[src/sv/slec_pkg.sv]
// shared types and constants for the sequential list engine
package slec_pkg;

  localparam int CAPACITY = 16;
  localparam int WORD_W   = 32;
  localparam int CNT_W    = 5;
  localparam int IDX_W    = $clog2(CAPACITY);

  typedef enum logic [1:0] {
    CMD_INSERT = 2'd0,
    CMD_DELETE = 2'd1,
    CMD_GET    = 2'd2,
    CMD_LOCATE = 2'd3
  } cmd_t;

  typedef enum logic [1:0] {
    ST_OK        = 2'd0,
    ST_BAD_POS   = 2'd1,
    ST_FULL      = 2'd2,
    ST_NOT_FOUND = 2'd3
  } status_t;

  typedef enum logic [3:0] {
    OP_NOP,
    OP_LOAD,
    OP_ERR_FULL,
    OP_ERR_POS,
    OP_INS_START,
    OP_INS_STEP,
    OP_INS_WRITE,
    OP_READ_POS,
    OP_CAPTURE,
    OP_DEL_STEP,
    OP_LOC_START,
    OP_LOC_STEP,
    OP_EMIT
  } dp_op_t;

  typedef enum logic [3:0] {
    S_IDLE,
    S_DECODE,
    S_INS_STEP,
    S_INS_WRITE,
    S_DEL_CAP,
    S_DEL_STEP,
    S_GET_CAP,
    S_LOC_STEP,
    S_DONE
  } state_t;

  typedef struct packed {
    dp_op_t op;
  } dp_cmd_t;

  typedef struct packed {
    cmd_t cmd;
    logic full;
    logic ins_pos_ok;
    logic rd_pos_ok;
    logic ins_more;
    logic fwd_more;
    logic pend;
    logic match;
    logic out_free;
  } dp_stat_t;

endpackage

[src/sv/slec_if.sv]
// handshake channels for list commands and list results
interface slec_in_if;
  import slec_pkg::*;
  logic                     valid;
  logic                     ready;
  logic [1:0]               cmd;
  logic [CNT_W-1:0]         position;
  logic signed [WORD_W-1:0] value;
  modport source (output valid, output cmd, output position, output value, input ready);
  modport sink   (input valid, input cmd, input position, input value, output ready);
endinterface

interface slec_out_if;
  import slec_pkg::*;
  logic                     valid;
  logic                     ready;
  logic [1:0]               status;
  logic signed [WORD_W-1:0] result_value;
  logic [CNT_W-1:0]         found_position;
  logic [CNT_W-1:0]         count;
  modport source (output valid, output status, output result_value,
                  output found_position, output count, input ready);
  modport sink   (input valid, input status, input result_value,
                  input found_position, input count, output ready);
endinterface

[src/sv/slec_ctrl.sv]
// sequencing state machine for the list engine
module slec_ctrl (
  input  logic               clk,
  input  logic               rst_n,
  input  logic               in_valid,
  output logic               in_ready,
  input  slec_pkg::dp_stat_t stat,
  output slec_pkg::dp_cmd_t  dp_cmd
);
  import slec_pkg::*;

  state_t state_r, state_nxt;

  always_ff @(posedge clk) begin
    if (!rst_n) begin
      state_r <= S_IDLE;
    end else begin
      state_r <= state_nxt;
    end
  end

  always_comb begin
    state_nxt = state_r;
    dp_cmd.op = OP_NOP;
    in_ready  = 1'b0;
    unique case (state_r)
      S_IDLE: begin
        in_ready = 1'b1;
        if (in_valid) begin
          dp_cmd.op = OP_LOAD;
          state_nxt = S_DECODE;
        end
      end
      S_DECODE: begin
        unique case (stat.cmd)
          CMD_INSERT: begin
            if (stat.full) begin
              dp_cmd.op = OP_ERR_FULL;
              state_nxt = S_DONE;
            end else if (!stat.ins_pos_ok) begin
              dp_cmd.op = OP_ERR_POS;
              state_nxt = S_DONE;
            end else begin
              dp_cmd.op = OP_INS_START;
              state_nxt = S_INS_STEP;
            end
          end
          CMD_DELETE, CMD_GET: begin
            if (!stat.rd_pos_ok) begin
              dp_cmd.op = OP_ERR_POS;
              state_nxt = S_DONE;
            end else begin
              dp_cmd.op = OP_READ_POS;
              state_nxt = (stat.cmd == CMD_DELETE) ? S_DEL_CAP : S_GET_CAP;
            end
          end
          CMD_LOCATE: begin
            dp_cmd.op = OP_LOC_START;
            state_nxt = S_LOC_STEP;
          end
          default: state_nxt = S_IDLE;
        endcase
      end
      S_INS_STEP: begin
        dp_cmd.op = OP_INS_STEP;
        if (!stat.ins_more) begin
          state_nxt = S_INS_WRITE;
        end
      end
      S_INS_WRITE: begin
        dp_cmd.op = OP_INS_WRITE;
        state_nxt = S_DONE;
      end
      S_DEL_CAP: begin
        dp_cmd.op = OP_CAPTURE;
        state_nxt = S_DEL_STEP;
      end
      S_DEL_STEP: begin
        dp_cmd.op = OP_DEL_STEP;
        if (!stat.fwd_more) begin
          state_nxt = S_DONE;
        end
      end
      S_GET_CAP: begin
        dp_cmd.op = OP_CAPTURE;
        state_nxt = S_DONE;
      end
      S_LOC_STEP: begin
        dp_cmd.op = OP_LOC_STEP;
        if (stat.match || (!stat.fwd_more && !stat.pend)) begin
          state_nxt = S_DONE;
        end
      end
      S_DONE: begin
        if (stat.out_free) begin
          dp_cmd.op = OP_EMIT;
          state_nxt = S_IDLE;
        end
      end
      default: state_nxt = S_IDLE;
    endcase
  end

endmodule

[src/sv/slec_dp.sv]
// list storage, length, walk cursor and result registers
module slec_dp (
  input  logic                              clk,
  input  logic                              rst_n,
  input  slec_pkg::dp_cmd_t                 dp_cmd,
  output slec_pkg::dp_stat_t                stat,
  input  logic [1:0]                        in_cmd,
  input  logic [slec_pkg::CNT_W-1:0]        in_position,
  input  logic signed [slec_pkg::WORD_W-1:0] in_value,
  output logic                              out_valid,
  input  logic                              out_ready,
  output logic [1:0]                        out_status,
  output logic signed [slec_pkg::WORD_W-1:0] out_result_value,
  output logic [slec_pkg::CNT_W-1:0]        out_found_position,
  output logic [slec_pkg::CNT_W-1:0]        out_count
);
  import slec_pkg::*;

  logic [WORD_W-1:0] mem [CAPACITY];

  cmd_t              cmd_r;
  logic [CNT_W-1:0]  pos_r;
  logic [WORD_W-1:0] val_r;
  logic [CNT_W-1:0]  len_r, len_nxt;
  logic [CNT_W-1:0]  cur_r, cur_nxt;
  logic              pend_r, pend_nxt;
  logic [IDX_W-1:0]  pend_addr_r, pend_addr_nxt;
  logic [WORD_W-1:0] rdata_r;
  status_t           res_status_r, res_status_nxt;
  logic [WORD_W-1:0] res_value_r, res_value_nxt;
  logic [CNT_W-1:0]  res_fpos_r, res_fpos_nxt;
  logic              out_valid_r;
  status_t           out_status_r;
  logic [WORD_W-1:0] out_value_r;
  logic [CNT_W-1:0]  out_fpos_r;
  logic [CNT_W-1:0]  out_count_r;

  logic              rd_en, wr_en;
  logic [IDX_W-1:0]  rd_addr, wr_addr;
  logic [WORD_W-1:0] wr_data;
  logic [CNT_W-1:0]  cur_dec, cur_inc, pos_dec, pend_inc;
  logic              out_free;

  assign cur_dec  = cur_r - CNT_W'(1);
  assign cur_inc  = cur_r + CNT_W'(1);
  assign pos_dec  = pos_r - CNT_W'(1);
  assign pend_inc = CNT_W'(pend_addr_r) + CNT_W'(1);
  assign out_free = !out_valid_r || out_ready;

  // status towards the sequencer
  always_comb begin
    stat.cmd        = cmd_r;
    stat.full       = (len_r == CNT_W'(CAPACITY));
    stat.ins_pos_ok = (pos_r != '0) &&
                      ({1'b0, pos_r} <= ({1'b0, len_r} + (CNT_W+1)'(1)));
    stat.rd_pos_ok  = (pos_r != '0) && (pos_r <= len_r);
    stat.ins_more   = (cur_r >= pos_r);
    stat.fwd_more   = (cur_r < len_r);
    stat.pend       = pend_r;
    stat.match      = pend_r && (rdata_r == val_r);
    stat.out_free   = out_free;
  end

  always_comb begin
    rd_en          = 1'b0;
    rd_addr        = cur_r[IDX_W-1:0];
    wr_en          = 1'b0;
    wr_addr        = pend_addr_r;
    wr_data        = rdata_r;
    len_nxt        = len_r;
    cur_nxt        = cur_r;
    pend_nxt       = pend_r;
    pend_addr_nxt  = pend_addr_r;
    res_status_nxt = res_status_r;
    res_value_nxt  = res_value_r;
    res_fpos_nxt   = res_fpos_r;
    unique case (dp_cmd.op)
      OP_ERR_FULL, OP_ERR_POS: begin
        res_status_nxt = (dp_cmd.op == OP_ERR_FULL) ? ST_FULL : ST_BAD_POS;
        res_value_nxt  = '0;
        res_fpos_nxt   = '0;
      end
      OP_INS_START: begin
        cur_nxt  = len_r;
        pend_nxt = 1'b0;
      end
      OP_INS_STEP: begin
        // walk downwards, each write following its read in the next step
        wr_en = pend_r;
        if (stat.ins_more) begin
          rd_en         = 1'b1;
          rd_addr       = cur_dec[IDX_W-1:0];
          pend_nxt      = 1'b1;
          pend_addr_nxt = cur_r[IDX_W-1:0];
          cur_nxt       = cur_dec;
        end else begin
          pend_nxt = 1'b0;
        end
      end
      OP_INS_WRITE: begin
        wr_en          = 1'b1;
        wr_addr        = pos_dec[IDX_W-1:0];
        wr_data        = val_r;
        len_nxt        = len_r + CNT_W'(1);
        res_status_nxt = ST_OK;
        res_value_nxt  = '0;
        res_fpos_nxt   = '0;
      end
      OP_READ_POS: begin
        rd_en    = 1'b1;
        rd_addr  = pos_dec[IDX_W-1:0];
        cur_nxt  = pos_r;
        pend_nxt = 1'b0;
      end
      OP_CAPTURE: begin
        res_status_nxt = ST_OK;
        res_value_nxt  = rdata_r;
        res_fpos_nxt   = '0;
      end
      OP_DEL_STEP: begin
        // walk upwards, each word moved down one place
        wr_en = pend_r;
        if (stat.fwd_more) begin
          rd_en         = 1'b1;
          pend_nxt      = 1'b1;
          pend_addr_nxt = cur_dec[IDX_W-1:0];
          cur_nxt       = cur_inc;
        end else begin
          pend_nxt = 1'b0;
          len_nxt  = len_r - CNT_W'(1);
        end
      end
      OP_LOC_START: begin
        cur_nxt        = '0;
        pend_nxt       = 1'b0;
        res_status_nxt = ST_NOT_FOUND;
        res_value_nxt  = '0;
        res_fpos_nxt   = '0;
      end
      OP_LOC_STEP: begin
        if (stat.match) begin
          res_status_nxt = ST_OK;
          res_fpos_nxt   = pend_inc;
          pend_nxt       = 1'b0;
        end else if (stat.fwd_more) begin
          rd_en         = 1'b1;
          pend_nxt      = 1'b1;
          pend_addr_nxt = cur_r[IDX_W-1:0];
          cur_nxt       = cur_inc;
        end else begin
          pend_nxt = 1'b0;
        end
      end
      default: ;
    endcase
  end

  // storage with a write port and a registered read port: one write and one read a cycle
  always_ff @(posedge clk) begin
    if (wr_en) begin
      mem[wr_addr] <= wr_data;
    end
    if (rd_en) begin
      rdata_r <= mem[rd_addr];
    end
  end

  always_ff @(posedge clk) begin
    if (dp_cmd.op == OP_LOAD) begin
      cmd_r <= cmd_t'(in_cmd);
      pos_r <= in_position;
      val_r <= in_value;
    end
    cur_r        <= cur_nxt;
    pend_addr_r  <= pend_addr_nxt;
    res_status_r <= res_status_nxt;
    res_value_r  <= res_value_nxt;
    res_fpos_r   <= res_fpos_nxt;
    if (dp_cmd.op == OP_EMIT) begin
      out_status_r <= res_status_r;
      out_value_r  <= res_value_r;
      out_fpos_r   <= res_fpos_r;
      out_count_r  <= len_r;
    end
  end

  always_ff @(posedge clk) begin
    if (!rst_n) begin
      len_r       <= '0;
      pend_r      <= 1'b0;
      out_valid_r <= 1'b0;
    end else begin
      len_r  <= len_nxt;
      pend_r <= pend_nxt;
      if (dp_cmd.op == OP_EMIT) begin
        out_valid_r <= 1'b1;
      end else if (out_ready) begin
        out_valid_r <= 1'b0;
      end
    end
  end

  assign out_valid          = out_valid_r;
  assign out_status         = out_status_r;
  assign out_result_value   = out_value_r;
  assign out_found_position = out_fpos_r;
  assign out_count          = out_count_r;

  a_len_bound: assert property (@(posedge clk) disable iff (!rst_n)
    len_r <= CNT_W'(CAPACITY))
    else $error("list length beyond capacity");

  a_no_collision: assert property (@(posedge clk) disable iff (!rst_n)
    (wr_en && rd_en) |-> (wr_addr != rd_addr))
    else $error("shift read and write hit the same entry");

  a_emit_free: assert property (@(posedge clk) disable iff (!rst_n)
    (dp_cmd.op == OP_EMIT) |-> out_free)
    else $error("result overwritten before it was taken");

  a_len_change: assert property (@(posedge clk) disable iff (!rst_n)
    ($past(rst_n) && (len_r != $past(len_r))) |->
      ($past(dp_cmd.op) == OP_INS_WRITE || $past(dp_cmd.op) == OP_DEL_STEP))
    else $error("length changed outside insert or delete");

endmodule

[src/sv/sequential_list_engine_core.sv]
// top level of the sequential list engine: sequencer plus list datapath
// sequence: get decodes, reads and captures the word, then hands over the result;
//   an error goes from decode straight to the result; insert and delete walk the
//   entries they move, locate the entries it scans; one word at a time, with the
//   walk through the store at one read and one write a cycle
// a new word is taken while the previous result still waits on the output
// reset (rst_n, synchronous, active low) empties the list; stored words are
//   never read before they are written, so the store itself is not cleared
module sequential_list_engine_core (
  input logic        clk,
  input logic        rst_n,
  slec_in_if.sink    in_if,
  slec_out_if.source out_if
);
  import slec_pkg::*;

  // command and status between sequencer and datapath
  dp_cmd_t  dp_cmd;
  dp_stat_t dp_stat;

  // sequencer: decodes the word, walks the store, hands over the result
  slec_ctrl u_ctrl (
    .clk      (clk),
    .rst_n    (rst_n),
    .in_valid (in_if.valid),
    .in_ready (in_if.ready),
    .stat     (dp_stat),
    .dp_cmd   (dp_cmd)
  );

  // datapath: element store, length, cursor and output register
  slec_dp u_dp (
    .clk                (clk),
    .rst_n              (rst_n),
    .dp_cmd             (dp_cmd),
    .stat               (dp_stat),
    .in_cmd             (in_if.cmd),
    .in_position        (in_if.position),
    .in_value           (in_if.value),
    .out_valid          (out_if.valid),
    .out_ready          (out_if.ready),
    .out_status         (out_if.status),
    .out_result_value   (out_if.result_value),
    .out_found_position (out_if.found_position),
    .out_count          (out_if.count)
  );

endmodule

[src/flat_wrapper.sv]
// flat-port wrapper written by rule: the top's interface ports become plain ports
module sequential_list_engine_core_flat import slec_pkg::*;
  (clk, rst_n, in_if_valid, in_if_cmd, in_if_position, in_if_value, in_if_ready, out_if_valid, out_if_status, out_if_result_value, out_if_found_position, out_if_count, out_if_ready);
  slec_in_if in_if_i ();
  slec_out_if out_if_i ();
  input logic clk;
  input logic rst_n;
  input wire logic [$bits(in_if_i.valid)-1:0] in_if_valid;
  input wire logic [$bits(in_if_i.cmd)-1:0] in_if_cmd;
  input wire logic [$bits(in_if_i.position)-1:0] in_if_position;
  input wire logic [$bits(in_if_i.value)-1:0] in_if_value;
  output wire logic [$bits(in_if_i.ready)-1:0] in_if_ready;
  output wire logic [$bits(out_if_i.valid)-1:0] out_if_valid;
  output wire logic [$bits(out_if_i.status)-1:0] out_if_status;
  output wire logic [$bits(out_if_i.result_value)-1:0] out_if_result_value;
  output wire logic [$bits(out_if_i.found_position)-1:0] out_if_found_position;
  output wire logic [$bits(out_if_i.count)-1:0] out_if_count;
  input wire logic [$bits(out_if_i.ready)-1:0] out_if_ready;
  assign in_if_i.valid = in_if_valid;
  assign in_if_i.cmd = in_if_cmd;
  assign in_if_i.position = in_if_position;
  assign in_if_i.value = in_if_value;
  assign in_if_ready = in_if_i.ready;
  assign out_if_valid = out_if_i.valid;
  assign out_if_status = out_if_i.status;
  assign out_if_result_value = out_if_i.result_value;
  assign out_if_found_position = out_if_i.found_position;
  assign out_if_count = out_if_i.count;
  assign out_if_i.ready = out_if_ready;
  sequential_list_engine_core u_core (.clk(clk), .rst_n(rst_n), .in_if(in_if_i), .out_if(out_if_i));
endmodule
[config.mk]
export PLATFORM = sky130hd
export DESIGN_NAME = sequential_list_engine_core_flat
export DESIGN_NICKNAME = d
export VERILOG_FILES = /design/src/sv/slec_pkg.sv /design/src/sv/slec_if.sv /design/src/sv/slec_ctrl.sv /design/src/sv/slec_dp.sv /design/src/sv/sequential_list_engine_core.sv /design/src/flat_wrapper.sv
export SDC_FILE = /design/constraint.sdc
export NUM_CORES = 1
export LEC_CHECK = 0
export ABC_AREA = 1
export BUFFER_PORTS_ARGS = -buffer_cell sky130_fd_sc_hd__buf_4
export CAP_MARGIN = 25
export CELL_PAD_IN_SITES_DETAIL_PLACEMENT = 1
export CELL_PAD_IN_SITES_GLOBAL_PLACEMENT = 1
export CORE_UTILIZATION = 50
export CTS_BUF_LIST = sky130_fd_sc_hd__clkbuf_4 sky130_fd_sc_hd__clkbuf_8 sky130_fd_sc_hd__clkbuf_16
export CTS_CLUSTER_DIAMETER = 50
export CTS_CLUSTER_SIZE = 40
export DETAILED_ROUTE_END_ITERATION = 7
export PLACE_DENSITY = 0.81
export REMOVE_ABC_BUFFERS = 1
export SYNTH_ARGS = -nofsm -noshare
export SYNTH_HDL_FRONTEND = slang
export SYNTH_SLANG_ARGS = --single-unit
export TNS_END_PERCENT = 10
[constraint.sdc]
create_clock -name clk -period 13.9 [get_ports clk]
set_clock_uncertainty 0.1 [all_clocks]
set_input_delay 2.78 -clock clk [delete_from_list [all_inputs] [get_ports clk]]
set_output_delay 2.78 -clock clk [all_outputs]
set_load 0.005 [all_outputs]
==> impl_results.md, run 1 <==
* Vias in the first global route at between 20000 and 25000
* Top delay family on crit path: buffers and inverters
* Pre-Repair DR Iteration Count at 6
* Cts hold-fix bufs at 0
* RSZ-0062 raised after global routing: false
* Die ar. at 0.0634 mm^2
* First-pass GRT wire length at between 100000 and 150000 um
* Ports at 89
* Seq/Total Area, Yosys at 0.656
* Leakage at 14.7 nW
* TritonCTS clock tree: built
* Crit path capture type: flop
* Slew Limit Headroom at 0.259
* Synth Flop Type: edfxtp_1
* Max Freq at between 0.15 and 0.2 GHz
* Die height at between 200 and 300 um
* Setup crit start kind: input pin
* VDD IR-drop max at 0.181 mV
* Sequential cell area at slightly above 0.02 mm^2
* Post-CTS Resized at 0
* Worst-Margin Slew at 1.11 ns
* Layout net count at around 3100
* Via count of the routed design at 23500
* Congestion Overflow GR at 0
* Largest net degree at the start of global routing at around 210
* # fillers at between 6000 and 7000
* Ys async rst share at 0
* Critical-path top delay cell: buf_4
* Number of synthesized flops with an enable pin at 675
* Post-route DRC at 0
* Number of warnings issued by yosys at 0
* Final period util at 0.478
* Worst Path Buf+Inv at 5
* Crit-path cells: buf_4, inv_1, nand2_1, nand4_1, nand3_1, inv_1, nand3_2, nand2_8, buf_4, buf_4, nand4_1, nand3_1, nand3_1, nand3_1, nand2_1
* Final WS setup at a little over 7 ns
* Max Root-Sink Buffers at 3
* Postcts setup bufs at 0
* Clock root buffer: clkbuf_16
* Hold slack at roughly 0.32 ns
* Clock-pin slew on the worst setup and hold paths at 0.07 ns
* Slowest Stage Delay on Critical Path at 0.90 ns
* Initial antenna violation count at 2
* Power Total at 7.88 mW
* Outcome: complete, no violations
* Syn Area/Cell at 10.6 um^2
* Antenna Cells at 0
* Vias per Instance at roughly 6
* Yosys cell types at 45
* Pre-CTS setup slack at between 6 and 7 ns
* GRT Overall Usage at 0.311
* Final critical-path required period at about 6.6 ns
* CP arrival at between 6 and 7 ns
* Detailed-route wire length at between 90000 and 100000 um
* Final instance area at 0.0354 mm^2
* Setup tns final at 0 ns
* Seq cells post-synth at between 600 and 700
* I/O Buffers at 88
* Fin. max-slew vios at 0
* Clk_lat worst skew at 0.64 ns
* Synthesized area at ~0.031 mm^2
* Gp weighted congestion at roughly 0.84
* Multi-input combinational cell area at between 0.007 and 0.008 mm^2
* Post-placement cell area at 0.0328 mm^2
* Power Dens Cells at about 220 mW/mm^2
* Post-DRT Antenna Nets at 0
* Crit Path Class: input pin to flop
* Max-cap violations at 0
* H-tree depth at 3
* Critical path peak fanout at just over 90
* Syn Inst Count at between 2000 and 3000
* Num CTS Buffers at 71
* Row Count at 91
* Worst min path class: flop to flop
* Die W at around 250 um
* Core Area at 0.0617 mm^2
* Num Clock Sinks at between 600 and 700
* Hpwl dp at between 50000 and 60000 um
* Final setup fails at 0
* Syn-to-layout area delta at 13.3%
* Starting Density at 0.506
* DR WL/cell at 25.1 um
* CP most frequent cell: nand3_1
* Share of cells above drive strength 1 at 0.114
* Initial DRC count at approximately 2600
* Worst Path Required at 14.18 ns
* Fin. Hold Viols at 0
## metal layers
layer | routed length, um | track usage | vias up | part of all wire
met3 | 7340 | 0.0540 | 324 | 0.075
met4 | 4650 | 0.140 | 2 | 0.047
met5 | 11 | 0 | - | 0.00011
met1 | 38100 | 0.400 | 11800 | 0.39
met2 | 47800 | 0.517 | 1171 | 0.49
li1 | - | - | 10200 | -
## cell usage in the layout, fill, tap and decap left out, types with 4 or more instances in the layout
master	n
a21oi_1	25
buf_12	4
buf_4	153
bufinv_16	5
clkbuf_16	71
clkbuf_4	6
clkinv_1	5
clkinv_2	7
clkinv_4	7
clkinv_8	7
dfxtp_1	11
edfxtp_1	675
ha_1	32
inv_1	620
inv_2	5
inv_6	15
inv_8	7
nand2_1	420
nand2_2	6
nand3_1	475
nand3_4	4
nand4_1	274
nor2_1	76
nor2_4	18
nor3_1	6
nor4_1	5
o211ai_1	4
o21ai_0	50
or2_2	17
xor2_1	21
## stage by stage
stage | std cells | util
floorplan | 2780 | -
global placement | 3770 | 0.532
detailed placement | 3772 | 0.532
CTS | 3904 | 0.572
global route | 3907 | 0.573
finish | 3907 | 0.573
## state kept, by name, summed over array words and instances (netlist names)
signal and count:
u_core.u_dp.res_fpos_r 5, u_core.u_dp.cmd_r 2, u_core.u_dp.pend_addr_r 4, u_core.u_dp.mem 512
u_core.u_ctrl.state_r 4, u_core.u_dp.res_status_r 2, u_core.u_dp.rdata_r 32, u_core.u_dp.out_count 5
u_core.u_dp.res_value_r 32, u_core.u_dp.pos_r 5, u_core.u_dp.out_valid 1, u_core.u_dp.out_result_value 32
u_core.u_dp.cur_r 5, u_core.u_dp.pend_r 1, u_core.u_dp.out_status 2, u_core.u_dp.len_r 5
u_core.u_dp.val_r 32, u_core.u_dp.out_found_position 5
## cells in the mapped netlist (3+ instances only)
library cell / count / area [um^2]
nand3_2: 3 / 30.0
nand4_1: 274 / 1710
clkbuf_1: 44 / 165
inv_2: 5 / 18.8
nor2_1: 93 / 349
edfxtp_1: 675 / 20300
o22ai_1: 3 / 18.8
o211ai_1: 4 / 30.0
nor3_1: 6 / 30.0
nand3_1: 477 / 2390
xor2_1: 21 / 184
o21ai_0: 51 / 255
a21oi_1: 25 / 125
ha_1: 32 / 400
nand2_2: 6 / 37.5
buf_4: 17 / 128
buf_2: 106 / 531
a31oi_1: 3 / 18.8
dfxtp_1: 11 / 220
inv_1: 621 / 2330
or2_2: 17 / 106
nand2_1: 422 / 1580
nor4_1: 5 / 31.3
buf_1: 3 / 11.3
## worst register-to-register path: cells and delay by family, from the launching register on
family / cells / cell delay (ns)
adders and majority gates: 2 / 0.64
and+or+nand+nor: 19 / 2.52
DFF: 1 / 0.50
buffers and inverters: 4 / 2.10
## area by class of cell
class / instances / share of cell area
multi-input cells: 1467 / 0.219
clock inverters: 55 / 0.0179
clock buffers: 77 / 0.0515
inverters: 627 / 0.0666
repair buffers: 158 / 0.0355
well taps: 837 / 0.0296
flip-flops and latches: 686 / 0.580
## cell families (layout without fill, tap and decap cells)
kind of cell,count (synthesis),after routing,synth area share
and+or+nand+nor,1310,1310,0.203
buffers and inverters,797,917,0.102
DFF,686,686,0.656
AOI/OAI and AO/OA,101,101,0.0184
adders and majority gates,33,33,0.0135
xor gates and xnor gates,23,23,0.00645
## path summary, 6_finish.rpt
path | startpoint | end | slack [ns] | cells after the start
setup / recovery | out_if_ready | u_core.u_dp.rdata_r[3] | 7.26 | 15
setup reg to reg | u_core.u_dp.len_r[0] | u_core.u_dp.rdata_r[3] | 7.80 | 25
hold / removal | u_core.u_dp.res_value_r[5] | u_core.u_dp.out_result_value[5] | 0.32 | 0
hold reg to reg | u_core.u_dp.res_value_r[5] | u_core.u_dp.out_result_value[5] | 0.32 | 0
## power by group
group | leakage (nW) | internal, mW | switching [mW]
logic | 7.27 | 0.814 | 2.22
clock network | 1.21 | 1.09 | 0.925
registers | 6.20 | 2.72 | 0.104
Note: power is estimated with default switching activity, not from simulation.
==> inputs of run 2 (changes only) <==
ABC_AREA = 0   (was 1)
PLACE_DENSITY = 0.76   (was 0.81)
clock period = 6.7 ns   (was 13.9 ns; I/O delays follow)
==> impl_results.md, run 2 <==
* Outcome: complete, no violations
* H-tree depth at 3
* Commonest non-fill, non-tap cell in the layout: edfxtp_1
* Synthesized area at 0.0284 mm^2
* Detailed-route wire length at just under 80000 um
* Number of synthesized flops with an enable pin at a little under 700
* Synth area leaders: edfxtp_1, mux2i_1, nand2_1, mux2_2, a211o_1
* Starting Density at 0.505
* Yosys cell types at 79
* First-pass GRT wire length at approximately 110000 um
* Largest net degree at the start of global routing at 66
* Clk_lat worst skew at around 0.63 ns
* TritonCTS clock tree: built
* Commonest cells post-synth: edfxtp_1, nand2_1, mux2i_1
* Fin. Hold Viols at 0
* Final period util at 0.790
* RSZ-0062 raised after global routing: false
* Syn-to-layout area delta at 15.1%
* Fin. max-slew vios at 0
* Crit path capture type: flop
* DR WL/cell at between 20 and 30 um
* Critical path peak fanout at 52
* Hpwl dp at around 45000 um
* Final setup fails at 0
* I/O Buffers at slightly below 90
* Max Freq at between 0.15 and 0.2 GHz
* Share of cells above drive strength 1 at 0.206
* Via count of the routed design at roughly 17000
* Die ar. at slightly below 0.06 mm^2
* Setup crit start kind: flop
* Final critical-path required period at about 5.3 ns
* Post-DRT Antenna Nets at 0
* Seq cells post-synth at slightly below 700
* Clock-pin slew on the worst setup and hold paths at ~0.070 ns
* Dpl cells at ~2600
* Cts hold-fix bufs at 0
* Reg-to-reg slack, setup at roughly 1.4 ns
* Num CTS Buffers at 71
* Gp weighted congestion at between 0.8 and 0.9
* Congestion Overflow GR at 0
* Initial antenna violation count at 0
* Core Area at about 0.056 mm^2
* Post-CTS Resized at 0
* Vias in the first global route at 17600
* GRT Overall Usage at 0.276
* Die W at about 240 um
* Die height at roughly 240 um
* Vias per Instance at 6.16
* Crit Path Class: flop to flop
* Syn Inst Count at approximately 1800
* Clock root buffer: clkbuf_16
* Most frequent cells in the layout: edfxtp_1, nand2_1, buf_4
* Row Count at 87
* CP arrival at approximately 5.6 ns
* Number of warnings issued by yosys at 0
* Num Clock Sinks at a little under 700
* Ys async rst share at 0
* Slew Limit Headroom at 0.275
* Syn Area/Cell at 15.7 um^2
* Worst-Margin Slew at about 1.1 ns
* Synth Flop Type: edfxtp_1
* Post-route DRC at 0
* Max Root-Sink Buffers at 3
* Seq/Total Area, Yosys at 0.721
* Postcts setup bufs at 0
* Yosys top cell by area: edfxtp_1
* Leakage at roughly 11 nW
* Power Total at between 10 and 15 mW
* Final core utilization at 0.582
* Worst min path class: flop to flop
* Post-Layout Cell Count at between 2000 and 3000
* Max-cap violations at 0
* Antenna Cells at 0
* Synth top area share at 0.713
* Worst Path Required at approximately 7.0 ns
* Initial DRC count at 1635
* Most frequent cell after synthesis: edfxtp_1
* Largest register by flop count: u_core.u_dp.mem
* Pre-Repair DR Iteration Count at 5
* VDD IR-drop max at roughly 0.28 mV
* Power Dens Cells at around 430 mW/mm^2
* Max reg flops at 512
* Layout net count at between 1500 and 2000
* Ports at 89
run 2: power breakdown:
part	total [mW]	leakage, nW	switching, mW	internal (mW)
clock network	4.38	1.26	1.86	2.52
logic	4.02	3.93	2.55	1.47
registers	5.66	6.19	0.249	5.41
run 2: worst max-delay path, stage by stage (launching register included):
cell and delay, ns:
dfxtp_1 0.53, inv_1 0.19, ha_1 0.32, inv_1 0.05, ha_1 0.28, nor2b_1 0.13, o21bai_1 0.17, a31oi_1 0.20
nor3b_1 0.60, o21ai_4 0.23, o21ai_4 0.48, nand2_8 0.37, buf_4 0.50, mux2_2 0.40, o22ai_1 0.33, nor4_2 0.08
run 2: layer usage:
layer  track usage  vias to the layer above  wire length (um)
met2         0.448                      664             38000
met4         0.108                        0              2790
li1              -                     7258                 -
met1         0.369                     8727             32100
met3        0.0470                      170              5210
met5             0                        -                 0
run 2: logic make-up (layout without fill, tap and decap cells):
logic type / Yosys count / after routing / share of synthesized area
flip-flops: 686 / 686 / 0.721
AND/OR/NAND/NOR: 457 / 457 / 0.0863
AO/OA/AOI/OAI: 303 / 303 / 0.0825
multiplexers: 162 / 162 / 0.0599
buffers and inverters: 117 / 285 / 0.0212
XOR/XNOR: 48 / 48 / 0.0148
adder cells (fa/ha/maj): 33 / 33 / 0.0148
run 2: layout make-up:
type / count / area [um^2]
well taps: 756 / 946
multi-input cells: 1003 / 7540
repair buffers: 134 / 1060
clock inverters: 56 / 817
inverters: 21 / 78.8
fillers: 5154 / 23600
flip-flops and latches: 686 / 20500
clock buffers: 74 / 1800
run 2: path summary, 6_finish.rpt:
check,start,endpoint,depth (start not counted)
min reg2reg,u_core.u_dp.res_value_r[27],u_core.u_dp.out_result_value[27],0
max reg2reg,u_core.u_dp.len_r[0],u_core.u_dp.rdata_r[16],15
max,u_core.u_dp.len_r[0],u_core.u_dp.rdata_r[16],15
min,u_core.u_dp.res_value_r[27],u_core.u_dp.out_result_value[27],0
run 2: stage by stage:
step,TNS (ns),setup WS [ns],hold slack [ns],cell area (um^2)
3_3_place_gp,0,1.64,0.300,30000
5_1_grt,0,1.13,0.322,32700
3_5_place_dp,0,1.48,0.305,30100
2_1_floorplan,-32.26,-1.01,0.300,27900
6_report,0,1.41,0.321,32700
4_1_cts,0,1.37,0.322,32700
